**config.mk**
```make
export PLATFORM = sky130hd
export DESIGN_NAME = seven_segment_measurement_frame_writer
export DESIGN_NICKNAME = d
export VERILOG_FILES = /design/src/rtl/core/ssmfw_pkg.sv /design/src/rtl/core/seven_segment_measurement_frame_writer.sv /design/src/rtl/core/ssmfw_div10.sv /design/src/rtl/core/ssmfw_compose.sv /design/src/rtl/core/ssmfw_serializer.sv
export SDC_FILE = /design/constraint.sdc
export NUM_CORES = 1
export LEC_CHECK = 0
export BUFFER_PORTS_ARGS = -buffer_cell sky130_fd_sc_hd__clkbuf_2
export CAP_MARGIN = 20
export CORE_MARGIN = 3
export CORE_UTILIZATION = 35
export CTS_CLUSTER_DIAMETER = 60
export DETAILED_ROUTE_END_ITERATION = 7
export GPL_TIMING_DRIVEN = 0
export HOLD_SLACK_MARGIN = 0.02
export RECOVER_POWER = 50
export SYNTH_ARGS = -nofsm -noshare
export SYNTH_HDL_FRONTEND = slang
export SYNTH_SLANG_ARGS = --single-unit
```
**constraint.sdc**
```tcl
create_clock -name i_clk -period 10.19 [get_ports i_clk]
set_input_delay 1.5285 -clock i_clk [delete_from_list [all_inputs] [get_ports i_clk]]
set_output_delay 1.5285 -clock i_clk [all_outputs]
set_load 0.02 [all_outputs]
```
**src/rtl/core/ssmfw_pkg.sv**
```systemverilog
package ssmfw_pkg;

    // One input beat: sensor kind and signed reading.
    typedef struct packed {
        logic [1:0]         sensor_kind;
        logic signed [15:0] measurement;
    } t_in;

    // One output beat: a bus byte and its strobe framing flags.
    typedef struct packed {
        logic [7:0] bus_byte;
        logic       frame_start;
        logic       frame_end;
        logic       last;
    } t_out;

    // Digit extraction payload. quot is the part still to be split,
    // digits collects the remainders, least significant digit ending at [0].
    typedef struct packed {
        logic [1:0]       kind;
        logic             neg;
        logic [15:0]      quot;
        logic [3:0][3:0]  digits;
    } t_dig;

    // The eight segment codes of the display line, position 0 first.
    typedef struct packed {
        logic [7:0][7:0] seg;
    } t_line;

    localparam logic [7:0]  CMD_AUTO_INC   = 8'h40;
    localparam logic [7:0]  CMD_ADDR_ZERO  = 8'hC0;
    localparam logic [15:0] RECIP_TEN      = 16'hCCCD;
    localparam int          RECIP_SHIFT    = 19;
    localparam int          BYTES_PER_ITEM = 36;

    localparam logic [1:0] KIND_TEMP  = 2'd0;
    localparam logic [1:0] KIND_LIGHT = 2'd1;
    localparam logic [1:0] KIND_DIST  = 2'd2;

    function automatic logic [7:0] digit_seg(input logic [3:0] d);
        logic [7:0] s;
        case (d)
            4'd0:    s = 8'h3f;
            4'd1:    s = 8'h06;
            4'd2:    s = 8'h5b;
            4'd3:    s = 8'h4f;
            4'd4:    s = 8'h66;
            4'd5:    s = 8'h6d;
            4'd6:    s = 8'h7d;
            4'd7:    s = 8'h07;
            4'd8:    s = 8'h7f;
            4'd9:    s = 8'h6f;
            default: s = 8'h00;
        endcase
        return s;
    endfunction

    // Segment code of label character pos for a sensor kind.
    function automatic logic [7:0] label_seg(input logic [1:0] kind, input logic [1:0] pos);
        logic [7:0] s;
        s = 8'h00;
        unique case (kind)
            KIND_TEMP: begin
                case (pos)
                    2'd0:    s = 8'h78;
                    2'd1:    s = 8'h79;
                    2'd2:    s = 8'h15;
                    default: s = 8'h73;
                endcase
            end
            KIND_LIGHT: begin
                case (pos)
                    2'd0:    s = 8'h38;
                    2'd1:    s = 8'h30;
                    default: s = 8'h00;
                endcase
            end
            KIND_DIST: begin
                case (pos)
                    2'd0:    s = 8'h5e;
                    2'd1:    s = 8'h30;
                    2'd2:    s = 8'h6d;
                    default: s = 8'h78;
                endcase
            end
            default: s = 8'h00;
        endcase
        return s;
    endfunction

    function automatic logic [7:0] unit_seg(input logic [1:0] kind);
        logic [7:0] s;
        unique case (kind)
            KIND_TEMP:  s = 8'he3;
            KIND_LIGHT: s = 8'h73;
            KIND_DIST:  s = 8'h39;
            default:    s = 8'h00;
        endcase
        return s;
    endfunction

endpackage

```
**src/rtl/core/seven_segment_measurement_frame_writer.sv**
```systemverilog
// Channel  Direction  Payload   Handshake
// in       input      t_in      i_in_valid / o_in_ready
// out      output     t_out     o_out_valid / i_out_ready
//
// Each input beat yields 36 output beats, one per cycle while the sink is
// ready; the byte serializer bounds the rate and loads the next line as it
// sends the last byte. The first byte follows the registered input stage,
// the divide stages, the line composer and the serializer load.
// Reset is synchronous and active low; it clears all valid bits and the
// serializer counter. A stall holds every stage whose successor is full.
module seven_segment_measurement_frame_writer (
    input  logic           i_clk,
    input  logic           i_rst_n,
    input  logic           i_in_valid,
    output logic           o_in_ready,
    input  ssmfw_pkg::t_in  i_in_item,
    output logic           o_out_valid,
    input  logic           i_out_ready,
    output ssmfw_pkg::t_out o_out_beat
);
    import ssmfw_pkg::*;

    localparam int NUM_DIV = 4;

    // Input stage: take the magnitude of the reading. The most negative
    // reading wraps to 0x8000, which is the correct unsigned magnitude.
    logic r_s0_valid;
    t_dig r_s0;
    t_dig n_s0;
    logic s0_ready;

    always_comb begin
        n_s0.kind   = i_in_item.sensor_kind;
        n_s0.neg    = i_in_item.measurement[15];
        n_s0.quot   = i_in_item.measurement[15] ? (16'd0 - i_in_item.measurement)
                                                : i_in_item.measurement;
        n_s0.digits = '0;
    end

    assign o_in_ready = !r_s0_valid || s0_ready;

    always_ff @(posedge i_clk) begin
        if (!i_rst_n) begin
            r_s0_valid <= 1'b0;
        end else if (o_in_ready) begin
            r_s0_valid <= i_in_valid;
        end
    end

    always_ff @(posedge i_clk) begin
        if (o_in_ready) begin
            r_s0 <= n_s0;
        end
    end

    // Four divide-by-ten stages peel off the four low digits; what remains
    // in the quotient is the fifth digit.
    logic [NUM_DIV:0] div_valid;
    logic [NUM_DIV:0] div_ready;
    t_dig             div_data [NUM_DIV+1];

    assign div_valid[0] = r_s0_valid;
    assign div_data[0]  = r_s0;
    assign s0_ready     = div_ready[0];

    for (genvar g = 0; g < NUM_DIV; g++) begin : g_div
        ssmfw_div10 u_div (
            .i_clk   (i_clk),
            .i_rst_n (i_rst_n),
            .i_valid (div_valid[g]),
            .o_ready (div_ready[g]),
            .i_data  (div_data[g]),
            .o_valid (div_valid[g+1]),
            .i_ready (div_ready[g+1]),
            .o_data  (div_data[g+1])
        );
    end

    // Line composition: label, right-aligned number and unit as segment codes.
    logic  line_valid;
    logic  line_ready;
    t_line line_data;

    ssmfw_compose u_compose (
        .i_clk   (i_clk),
        .i_rst_n (i_rst_n),
        .i_valid (div_valid[NUM_DIV]),
        .o_ready (div_ready[NUM_DIV]),
        .i_data  (div_data[NUM_DIV]),
        .o_valid (line_valid),
        .i_ready (line_ready),
        .o_data  (line_data)
    );

    // The serializer walks the four strobe frames one beat per cycle while the sink is ready.
    logic [5:0] ser_count;

    ssmfw_serializer u_ser (
        .i_clk   (i_clk),
        .i_rst_n (i_rst_n),
        .i_valid (line_valid),
        .o_ready (line_ready),
        .i_data  (line_data),
        .o_valid (o_out_valid),
        .i_ready (i_out_ready),
        .o_data  (o_out_beat),
        .o_count (ser_count)
    );

    // The byte counter never runs past the final byte of a frame set.
    a_count_range: assert property (@(posedge i_clk) disable iff (!i_rst_n)
        o_out_valid |-> (ser_count <= 6'(BYTES_PER_ITEM - 1)))
        else $error("serializer count out of range");

    // The final byte always closes a strobe frame.
    a_last_ends_frame: assert property (@(posedge i_clk) disable iff (!i_rst_n)
        (o_out_valid && o_out_beat.last) |-> o_out_beat.frame_end)
        else $error("last byte without frame end");

    // A frame only ever opens on a command byte.
    a_start_is_cmd: assert property (@(posedge i_clk) disable iff (!i_rst_n)
        (o_out_valid && o_out_beat.frame_start) |->
            (o_out_beat.bus_byte == CMD_AUTO_INC || o_out_beat.bus_byte == CMD_ADDR_ZERO))
        else $error("frame start on a data byte");

    // Once a byte other than the last is taken, the next one follows at once.
    a_no_gap: assert property (@(posedge i_clk) disable iff (!i_rst_n)
        (o_out_valid && i_out_ready && !o_out_beat.last) |=> o_out_valid)
        else $error("gap inside a frame set");

endmodule

```
**src/rtl/core/ssmfw_div10.sv**
```systemverilog
module ssmfw_div10 (
    input  logic           i_clk,
    input  logic           i_rst_n,
    input  logic           i_valid,
    output logic           o_ready,
    input  ssmfw_pkg::t_dig i_data,
    output logic           o_valid,
    input  logic           i_ready,
    output ssmfw_pkg::t_dig o_data
);
    import ssmfw_pkg::*;

    logic        r_valid;
    t_dig        r_data;
    t_dig        n_data;
    logic [31:0] prod;
    logic [15:0] q;
    logic [15:0] rem;

    // Divide by ten through the reciprocal, exact for any 16-bit value.
    always_comb begin
        prod = i_data.quot * RECIP_TEN;
        q    = 16'(prod[31:RECIP_SHIFT]);
        rem  = i_data.quot - ((q << 3) + (q << 1));
        n_data        = i_data;
        n_data.quot   = q;
        n_data.digits = {rem[3:0], i_data.digits[3:1]};
    end

    assign o_ready = !r_valid || i_ready;

    always_ff @(posedge i_clk) begin
        if (!i_rst_n) begin
            r_valid <= 1'b0;
        end else if (o_ready) begin
            r_valid <= i_valid;
        end
    end

    always_ff @(posedge i_clk) begin
        if (o_ready) begin
            r_data <= n_data;
        end
    end

    assign o_valid = r_valid;
    assign o_data  = r_data;

endmodule

```
**src/rtl/core/ssmfw_compose.sv**
```systemverilog
module ssmfw_compose (
    input  logic            i_clk,
    input  logic            i_rst_n,
    input  logic            i_valid,
    output logic            o_ready,
    input  ssmfw_pkg::t_dig  i_data,
    output logic            o_valid,
    input  logic            i_ready,
    output ssmfw_pkg::t_line o_data
);
    import ssmfw_pkg::*;

    logic            r_valid;
    t_line           r_data;
    t_line           n_data;
    logic [4:0][3:0] d;
    logic [2:0]      nd;
    logic [2:0]      numlen;
    logic [2:0]      w;

    always_comb begin
        logic [2:0] jj;
        logic [2:0] k;
        d = {i_data.quot[3:0], i_data.digits};
        if (d[4] != 4'd0) begin
            nd = 3'd5;
        end else if (d[3] != 4'd0) begin
            nd = 3'd4;
        end else if (d[2] != 4'd0) begin
            nd = 3'd3;
        end else if (d[1] != 4'd0) begin
            nd = 3'd2;
        end else begin
            nd = 3'd1;
        end
        numlen = nd + {2'b00, i_data.neg};
        w      = (numlen < 3'd3) ? 3'd3 : numlen;
        for (int p = 0; p < 4; p++) begin
            n_data.seg[p] = label_seg(i_data.kind, 2'(p));
        end
        // The number field is w wide and right-aligned; the minus sign and
        // padding are blank, so only digits and the unit light segments.
        for (int j = 0; j < 4; j++) begin
            jj = 3'(j);
            k  = w - 3'd1 - jj;
            if (jj == w) begin
                n_data.seg[4 + j] = unit_seg(i_data.kind);
            end else if (k < nd) begin
                n_data.seg[4 + j] = digit_seg(d[k]);
            end else begin
                n_data.seg[4 + j] = 8'h00;
            end
        end
    end

    assign o_ready = !r_valid || i_ready;

    always_ff @(posedge i_clk) begin
        if (!i_rst_n) begin
            r_valid <= 1'b0;
        end else if (o_ready) begin
            r_valid <= i_valid;
        end
    end

    always_ff @(posedge i_clk) begin
        if (o_ready) begin
            r_data <= n_data;
        end
    end

    assign o_valid = r_valid;
    assign o_data  = r_data;

endmodule

```
**src/rtl/core/ssmfw_serializer.sv**
```systemverilog
module ssmfw_serializer (
    input  logic             i_clk,
    input  logic             i_rst_n,
    input  logic             i_valid,
    output logic             o_ready,
    input  ssmfw_pkg::t_line  i_data,
    output logic             o_valid,
    input  logic             i_ready,
    output ssmfw_pkg::t_out   o_data,
    output logic [5:0]       o_count
);
    import ssmfw_pkg::*;

    localparam logic [5:0] IDX_CMD1   = 6'd0;
    localparam logic [5:0] IDX_ADDR1  = 6'd1;
    localparam logic [5:0] IDX_CLR_HI = 6'd17;
    localparam logic [5:0] IDX_CMD2   = 6'd18;
    localparam logic [5:0] IDX_ADDR2  = 6'd19;
    localparam logic [5:0] IDX_SEG0   = 6'd20;
    localparam logic [5:0] IDX_LAST   = 6'(BYTES_PER_ITEM - 1);

    logic       r_busy;
    logic [5:0] r_cnt;
    t_line      r_line;
    logic       done;
    logic       load;
    logic [5:0] p;

    assign done    = r_busy && i_ready && (r_cnt == IDX_LAST);
    assign o_ready = !r_busy || done;
    assign load    = i_valid && o_ready;

    always_ff @(posedge i_clk) begin
        if (!i_rst_n) begin
            r_busy <= 1'b0;
            r_cnt  <= '0;
        end else if (load) begin
            r_busy <= 1'b1;
            r_cnt  <= '0;
        end else if (done) begin
            r_busy <= 1'b0;
        end else if (r_busy && i_ready) begin
            r_cnt <= r_cnt + 6'd1;
        end
    end

    always_ff @(posedge i_clk) begin
        if (load) begin
            r_line <= i_data;
        end
    end

    always_comb begin
        p      = r_cnt - IDX_SEG0;
        o_data = '0;
        o_data.last      = (r_cnt == IDX_LAST);
        o_data.frame_end = (r_cnt == IDX_CMD1) || (r_cnt == IDX_CLR_HI)
                           || (r_cnt == IDX_CMD2) || (r_cnt == IDX_LAST);
        if (r_cnt == IDX_CMD1 || r_cnt == IDX_CMD2) begin
            o_data.bus_byte    = CMD_AUTO_INC;
            o_data.frame_start = 1'b1;
        end else if (r_cnt == IDX_ADDR1 || r_cnt == IDX_ADDR2) begin
            o_data.bus_byte    = CMD_ADDR_ZERO;
            o_data.frame_start = 1'b1;
        end else if (r_cnt >= IDX_SEG0 && !p[0]) begin
            o_data.bus_byte = r_line.seg[p[3:1]];
        end else begin
            o_data.bus_byte = 8'h00;
        end
    end

    assign o_valid = r_busy;
    assign o_count = r_cnt;

endmodule
```
==> out/results.tsv, run 1 <==
metric	value	unit
element type at the critical path end	flop	
Tmin final	6420	ps
WL/cell	14.4	um
Die Span Y	241	um
Placed Instances	2462	
Worst R2R Path Depth	19	
hold crit path type	flop to flop	
DRT Pass-1 Iters	5	
drt total wl	36.0	mm
crit-path max cell delay	590	ps
dpl cell area	0.0203	mm^2
CP cell instances	ha_1 > inv_1 > fa_1 > inv_1 > fa_1 > fa_1 > fa_1 > inv_1 > fa_1 > inv_1 > ha_1 > a2111oi_0 > nor3_1 > o211ai_1 > o311a_1 > a31oi_1 > a211o_1 > a21oi_1 > xnor2_1	
largest net degree at the start of global routing	35	
GRT Total Usage	13.1	%
sequential share of the synthesized area	29.6	%
PortBufs	34	
Die Span X	241	um
maxcap violations	1	
Clock Pin Slew Worst Setup and Hold Paths	80	ps
Mean Syn Cell Area	11.1	um^2
FP Rows	85	
status	finished with violations	
RePlAce Congestion	0.852	
Yosys reg bits	194	
fin crit share	63.0	%
Syn Nets	2300	
Crit Path Max Fanout	6	
layout cell share with drive strength beyond 1	5.78	%
first-pass GRT wire length	60.9	mm
Initial Util	35.6	%
failing checks	max-capacitance violations, max-slew violations	
most used cell, CP	fa_1	
ys async rst share	0	%
WP data required	10390	ps
cell count after synthesis	1730	
Hold Path Depth	0	
Final Max Tran Viols	35	
Final Setup Violations	0	
Syn-to-layout area delta	8.53	%
nets	2355	
clock root buffer	clkbuf_16	
Yosys warnings	0	
H-Tree Depth	4	
setup TNS	0	ps
Yosys cell types	81	
IO Pins	35	
slowest CP cell	edfxtp_1	
Clock Sinks	194	
initial antenna violation count	0	
Clock Latency Late Sink	460	ps
Post-synth EDFFs	181	
# DRC	0	
Slew HR	-17.9	%
final hold violation count	0	
ys flop type	edfxtp_1	
HPWL after DPL	30.8	mm
number of global-route vias before repair	12300	
RSZ-0062 raised after global routing	no	
# Post-CTS Setup Buffers	0	
Iter 0 DRT Violations	432	
Arr. time, crit path	6620	ps
final non-filler cell total	2494	
post-cts resize count	0	
vias per cell	4.73	
Antenna Nets Post-Route	0	
CTS tree	done	
Layout Utilization	38.6	%
worst-margin pin slew	1770	ps
Worst Skew	17.5	ps
die area	0.0578	mm^2
grt ovf	0	
Setup crit start kind	flop	
DR vias	11800	
Final Cell Area	0.0209	mm^2
Num CTS Buffers	17	
clock buffer depth	2	
area of the core	0.0541	mm^2
fmax	0.156	GHz
crit path kind	flop to flop	
antenna cells	0	
Post-Syn Area	0.0192	mm^2
hold buffer count at CTS	0	
## layout by cell type (no fill, tap or decap), drive strengths merged, types with 9 or more instances in the layout
master and n:
a21oi 55, and2 9, clkbuf 63, dfxtp 13
edfxtp 181, fa 168, ha 380, inv 404
mux2i 15, mux4 15, nand2 87, nand2b 14
nand3 13, nor2 66, nor2b 14, nor3 11
o21a 10, o21ai 41, o22ai 10, or2 9
xnor2 56, xor2 25
## registers in the layout, summed over array words and instances (netlist names), 4 cells and up
register	cells
div_data	19
g_div.u_div.o_data	86
g_div.u_div.o_valid	4
u_compose.o_data	38
u_ser.o_count	6
u_ser.r_line	38
## cell type report
type / instances / area, um^2
Fill cell: 5214 / 33200
Multi-Input combinational cell: 1124 / 12000
Clock buffer: 17 / 425
Buffer: 16 / 72.6
Sequential cell: 194 / 5700
Timing Repair Buffer: 36 / 173
Tap cell: 696 / 871
Clock inverter: 15 / 173
Inverter: 396 / 1490
## per-layer routing
layer | global-route usage [%] | part of all wire, % | wire length (um) | up-vias
li1 | - | - | - | 5914
met1 | 17.4 | 47 | 16900 | 5754
met2 | 22.6 | 50 | 17800 | 103
met3 | 1.77 | 1.9 | 687 | 37
met4 | 3.55 | 1.5 | 540 | 0
met5 | 0 | 0 | 0 | -
## per-stage QoR
step	setup slack, ps	hold slack [ps]
finish	3770	413
detailed placement	3830	405
floorplan	4490	400
global placement	3930	402
global route	3550	424
CTS	3800	410
## kinds of logic (layout without fill, tap and decap cells)
group | count (synthesis) | count (layout) | share of synthesized area (%)
simple gates | 262 | 262 | 6.55
fa+ha+maj | 548 | 548 | 42.2
compound gates | 198 | 198 | 6.85
flops | 194 | 194 | 29.6
xor+xnor | 83 | 83 | 3.96
buf+inv | 412 | 480 | 8.13
mux | 33 | 33 | 2.75
## final timing paths
kind                                   from                                  end  slack [ps]
max reg2reg         div_data[159]$_DFFE_PP_  g_div[0].u_div.o_data[28]$_DFFE_PP_        3770
max                 div_data[159]$_DFFE_PP_  g_div[0].u_div.o_data[28]$_DFFE_PP_        3770
min          u_compose.o_data[48]$_DFFE_PP_           u_ser.r_line[48]$_DFFE_PP_         410
min reg2reg  u_compose.o_data[48]$_DFFE_PP_           u_ser.r_line[48]$_DFFE_PP_         410
## Yosys cell counts, types with 12 or more instances
cell type	instances	area [um^2]
nand2_1	87	327
xnor2_1	55	482
inv_1	393	1480
a21oi_1	53	265
mux4_2	13	293
ha_1	380	4750
nand3_1	13	65.1
fa_1	168	3360
nor2_1	65	244
mux2i_1	15	150
xor2_1	25	219
nor2b_1	14	87.6
nand2b_1	14	87.6
dfxtp_1	13	260
o21ai_1	12	60.1
o21ai_0	29	145
edfxtp_1	181	5440
## critical path, delay by kind of cell, from the launching register on
family	cells	cell delay, ps
compound gates	6	1680
xor+xnor	1	80
fa+ha+maj	7	3390
buf+inv	4	250
flops	1	590
simple gates	1	170
Power of run 1 is left out: the tool's default activity adds up to more than one toggle a clock period on the data nets, which glitch-free logic cannot reach.
==> run 2, diff against run 1 <==
==> constraint.sdc (replaced) <==
create_clock -name i_clk -period 6.4 [get_ports i_clk]
set_input_delay 0.96 -clock i_clk [delete_from_list [all_inputs] [get_ports i_clk]]
set_output_delay 0.96 -clock i_clk [all_outputs]
set_load 0.02 [all_outputs]
==> out/results.tsv, run 2 (synthesized netlist as in run 1, its figures left out) <==
metric	value	unit	change
H-Tree Depth	4		unchanged
fmax	0.165	GHz	was 0.156 GHz
die area	0.0578	mm^2	unchanged
setup ws final	332	ps	was 3770 ps
final hold violation count	0		unchanged
Clock Sinks	194		unchanged
Final Hold Slack	412	ps	was 413 ps
Setup crit start kind	flop		unchanged
setup TNS	0	ps	unchanged
Syn-to-layout area delta	8.67	%	was 8.53%
RSZ-0062 raised after global routing	no		unchanged
hold crit path type	flop to flop		unchanged
failing checks	max-capacitance violations, max-slew violations		unchanged
Clock Latency Late Sink	460	ps	about the same
CTS tree	done		unchanged
Worst Skew	18.0	ps	was 17.5 ps
max FFs per register	86		unchanged
largest net degree at the start of global routing	35		unchanged
antenna cells	0		unchanged
IO Pins	35		unchanged
pre-CTS setup slack	39.4	ps	was 3830 ps
clock buffer depth	2		unchanged
Clock Pin Slew Worst Setup and Hold Paths	80	ps	about the same
PortBufs	34		unchanged
status	finished with violations		unchanged
Die Span Y	241	um	unchanged
Final Max Tran Viols	35		unchanged
crit path from	div_data[162]$_DFFE_PP_		was div_data[159]$_DFFE_PP_
Antenna Nets Post-Route	0		unchanged
GRT Total Usage	13.1	%	unchanged
number of global-route vias before repair	12300		unchanged
fin crit share	94.8	%	was 63.0%
area of the core	0.0541	mm^2	unchanged
Crit Path Max Fanout	5		was 6
DRT Pass-1 Iters	6		was 5
nets	2358		was 2355
HPWL after DPL	30.8	mm	unchanged
vias per cell	4.73		about the same
WL/cell	14.4	um	about the same
most frequent cells in the layout	inv_1, ha_1, edfxtp_1		unchanged
worst-margin pin slew	1750	ps	was 1770 ps
Iter 0 DRT Violations	441		was 432
Slew HR	-16.5	%	was -17.9%
# DRC	0		unchanged
DR vias	11800		about the same
hold buffer count at CTS	0		unchanged
hold path startpoint	u_compose.o_data[48]$_DFFE_PP_		unchanged
RePlAce Congestion	0.852		unchanged
Final Setup Violations	0		unchanged
clock root buffer	clkbuf_16		unchanged
most common cell after layout, fill and taps aside	inv_1		unchanged
FP Rows	85		unchanged
drt total wl	35.9	mm	was 36.0 mm
Arr. time, crit path	6270	ps	was 6620 ps
Die Span X	241	um	unchanged
WP data required	6600	ps	was 10390 ps
Worst R2R Start	div_data[162]$_DFFE_PP_		was div_data[159]$_DFFE_PP_
maxcap violations	1		unchanged
element type at the critical path end	flop		unchanged
Num CTS Buffers	17		unchanged
initial antenna violation count	0		unchanged
grt ovf	0		unchanged
Initial Util	35.6	%	unchanged
Tmin final	6070	ps	was 6420 ps
layout cell share with drive strength beyond 1	5.94	%	was 5.78%
first-pass GRT wire length	60.9	mm	unchanged
crit path kind	flop to flop		unchanged
[run 2: worst max-delay path, stage by stage (launching register included)]
cell and delay, ps:
edfxtp_1 540, ha_1 370, inv_1 100, fa_1 490, inv_1 60, fa_1 500
fa_1 530, fa_1 540, inv_1 50, fa_1 530, inv_1 40, ha_1 350
a2111oi_2 320, nor3_1 150, o211ai_1 190, o311a_1 280, a31oi_1 190, a211o_1 340
a21oi_1 180, xnor2_1 80
[run 2: per-layer routing]
| metal | global-route usage [%] | wire length [um] | vias to the layer above |
|---|---|---|---|
| met5 | 0 | 0 | - |
| met4 | 3.55 | 531 | 0 |
| met3 | 1.77 | 724 | 37 |
| met2 | 22.6 | 17800 | 110 |
| met1 | 17.4 | 16900 | 5747 |
| li1 | - | - | 5919 |
[run 2: what timing repair did]
item	4_1_cts	5_1_grt
buffers inserted	0	3
gates resized for setup	0	2
setup endpoints to repair	0	8
endpoints found under the hold margin	0	0
[run 2: cell type report]
cell class,instances,area [um^2]
timing repair buffer,39,194
clock inverter,15,173
fill,5213,33200
tap,696,871
multi-input combinational,1124,12000
buffer,16,72.6
sequential,194,5700
clock buffer,17,425
inverter,396,1490
[run 2: path summary, 6_finish.rpt]
kind	endpoint	cells past startpoint	slack (ps)
setup / recovery	g_div[0].u_div.o_data[28]$_DFFE_PP_	19	330
hold / removal	u_ser.r_line[48]$_DFFE_PP_	0	410
setup reg to reg	g_div[0].u_div.o_data[28]$_DFFE_PP_	19	330
hold reg to reg	u_ser.r_line[48]$_DFFE_PP_	0	410
[run 2: through the flow]
step / cell area (um^2) / util (%) / std cells
2_1_floorplan: 19200 / - / 1730
3_3_place_gp: 20300 / 37.5 / 2460
3_5_place_dp: 20300 / 37.6 / 2462
4_1_cts: 20900 / 38.7 / 2494
5_1_grt: 20900 / 38.6 / 2497
6_report: 20900 / 38.6 / 2497
Power of run 2 is left out for the same reason.
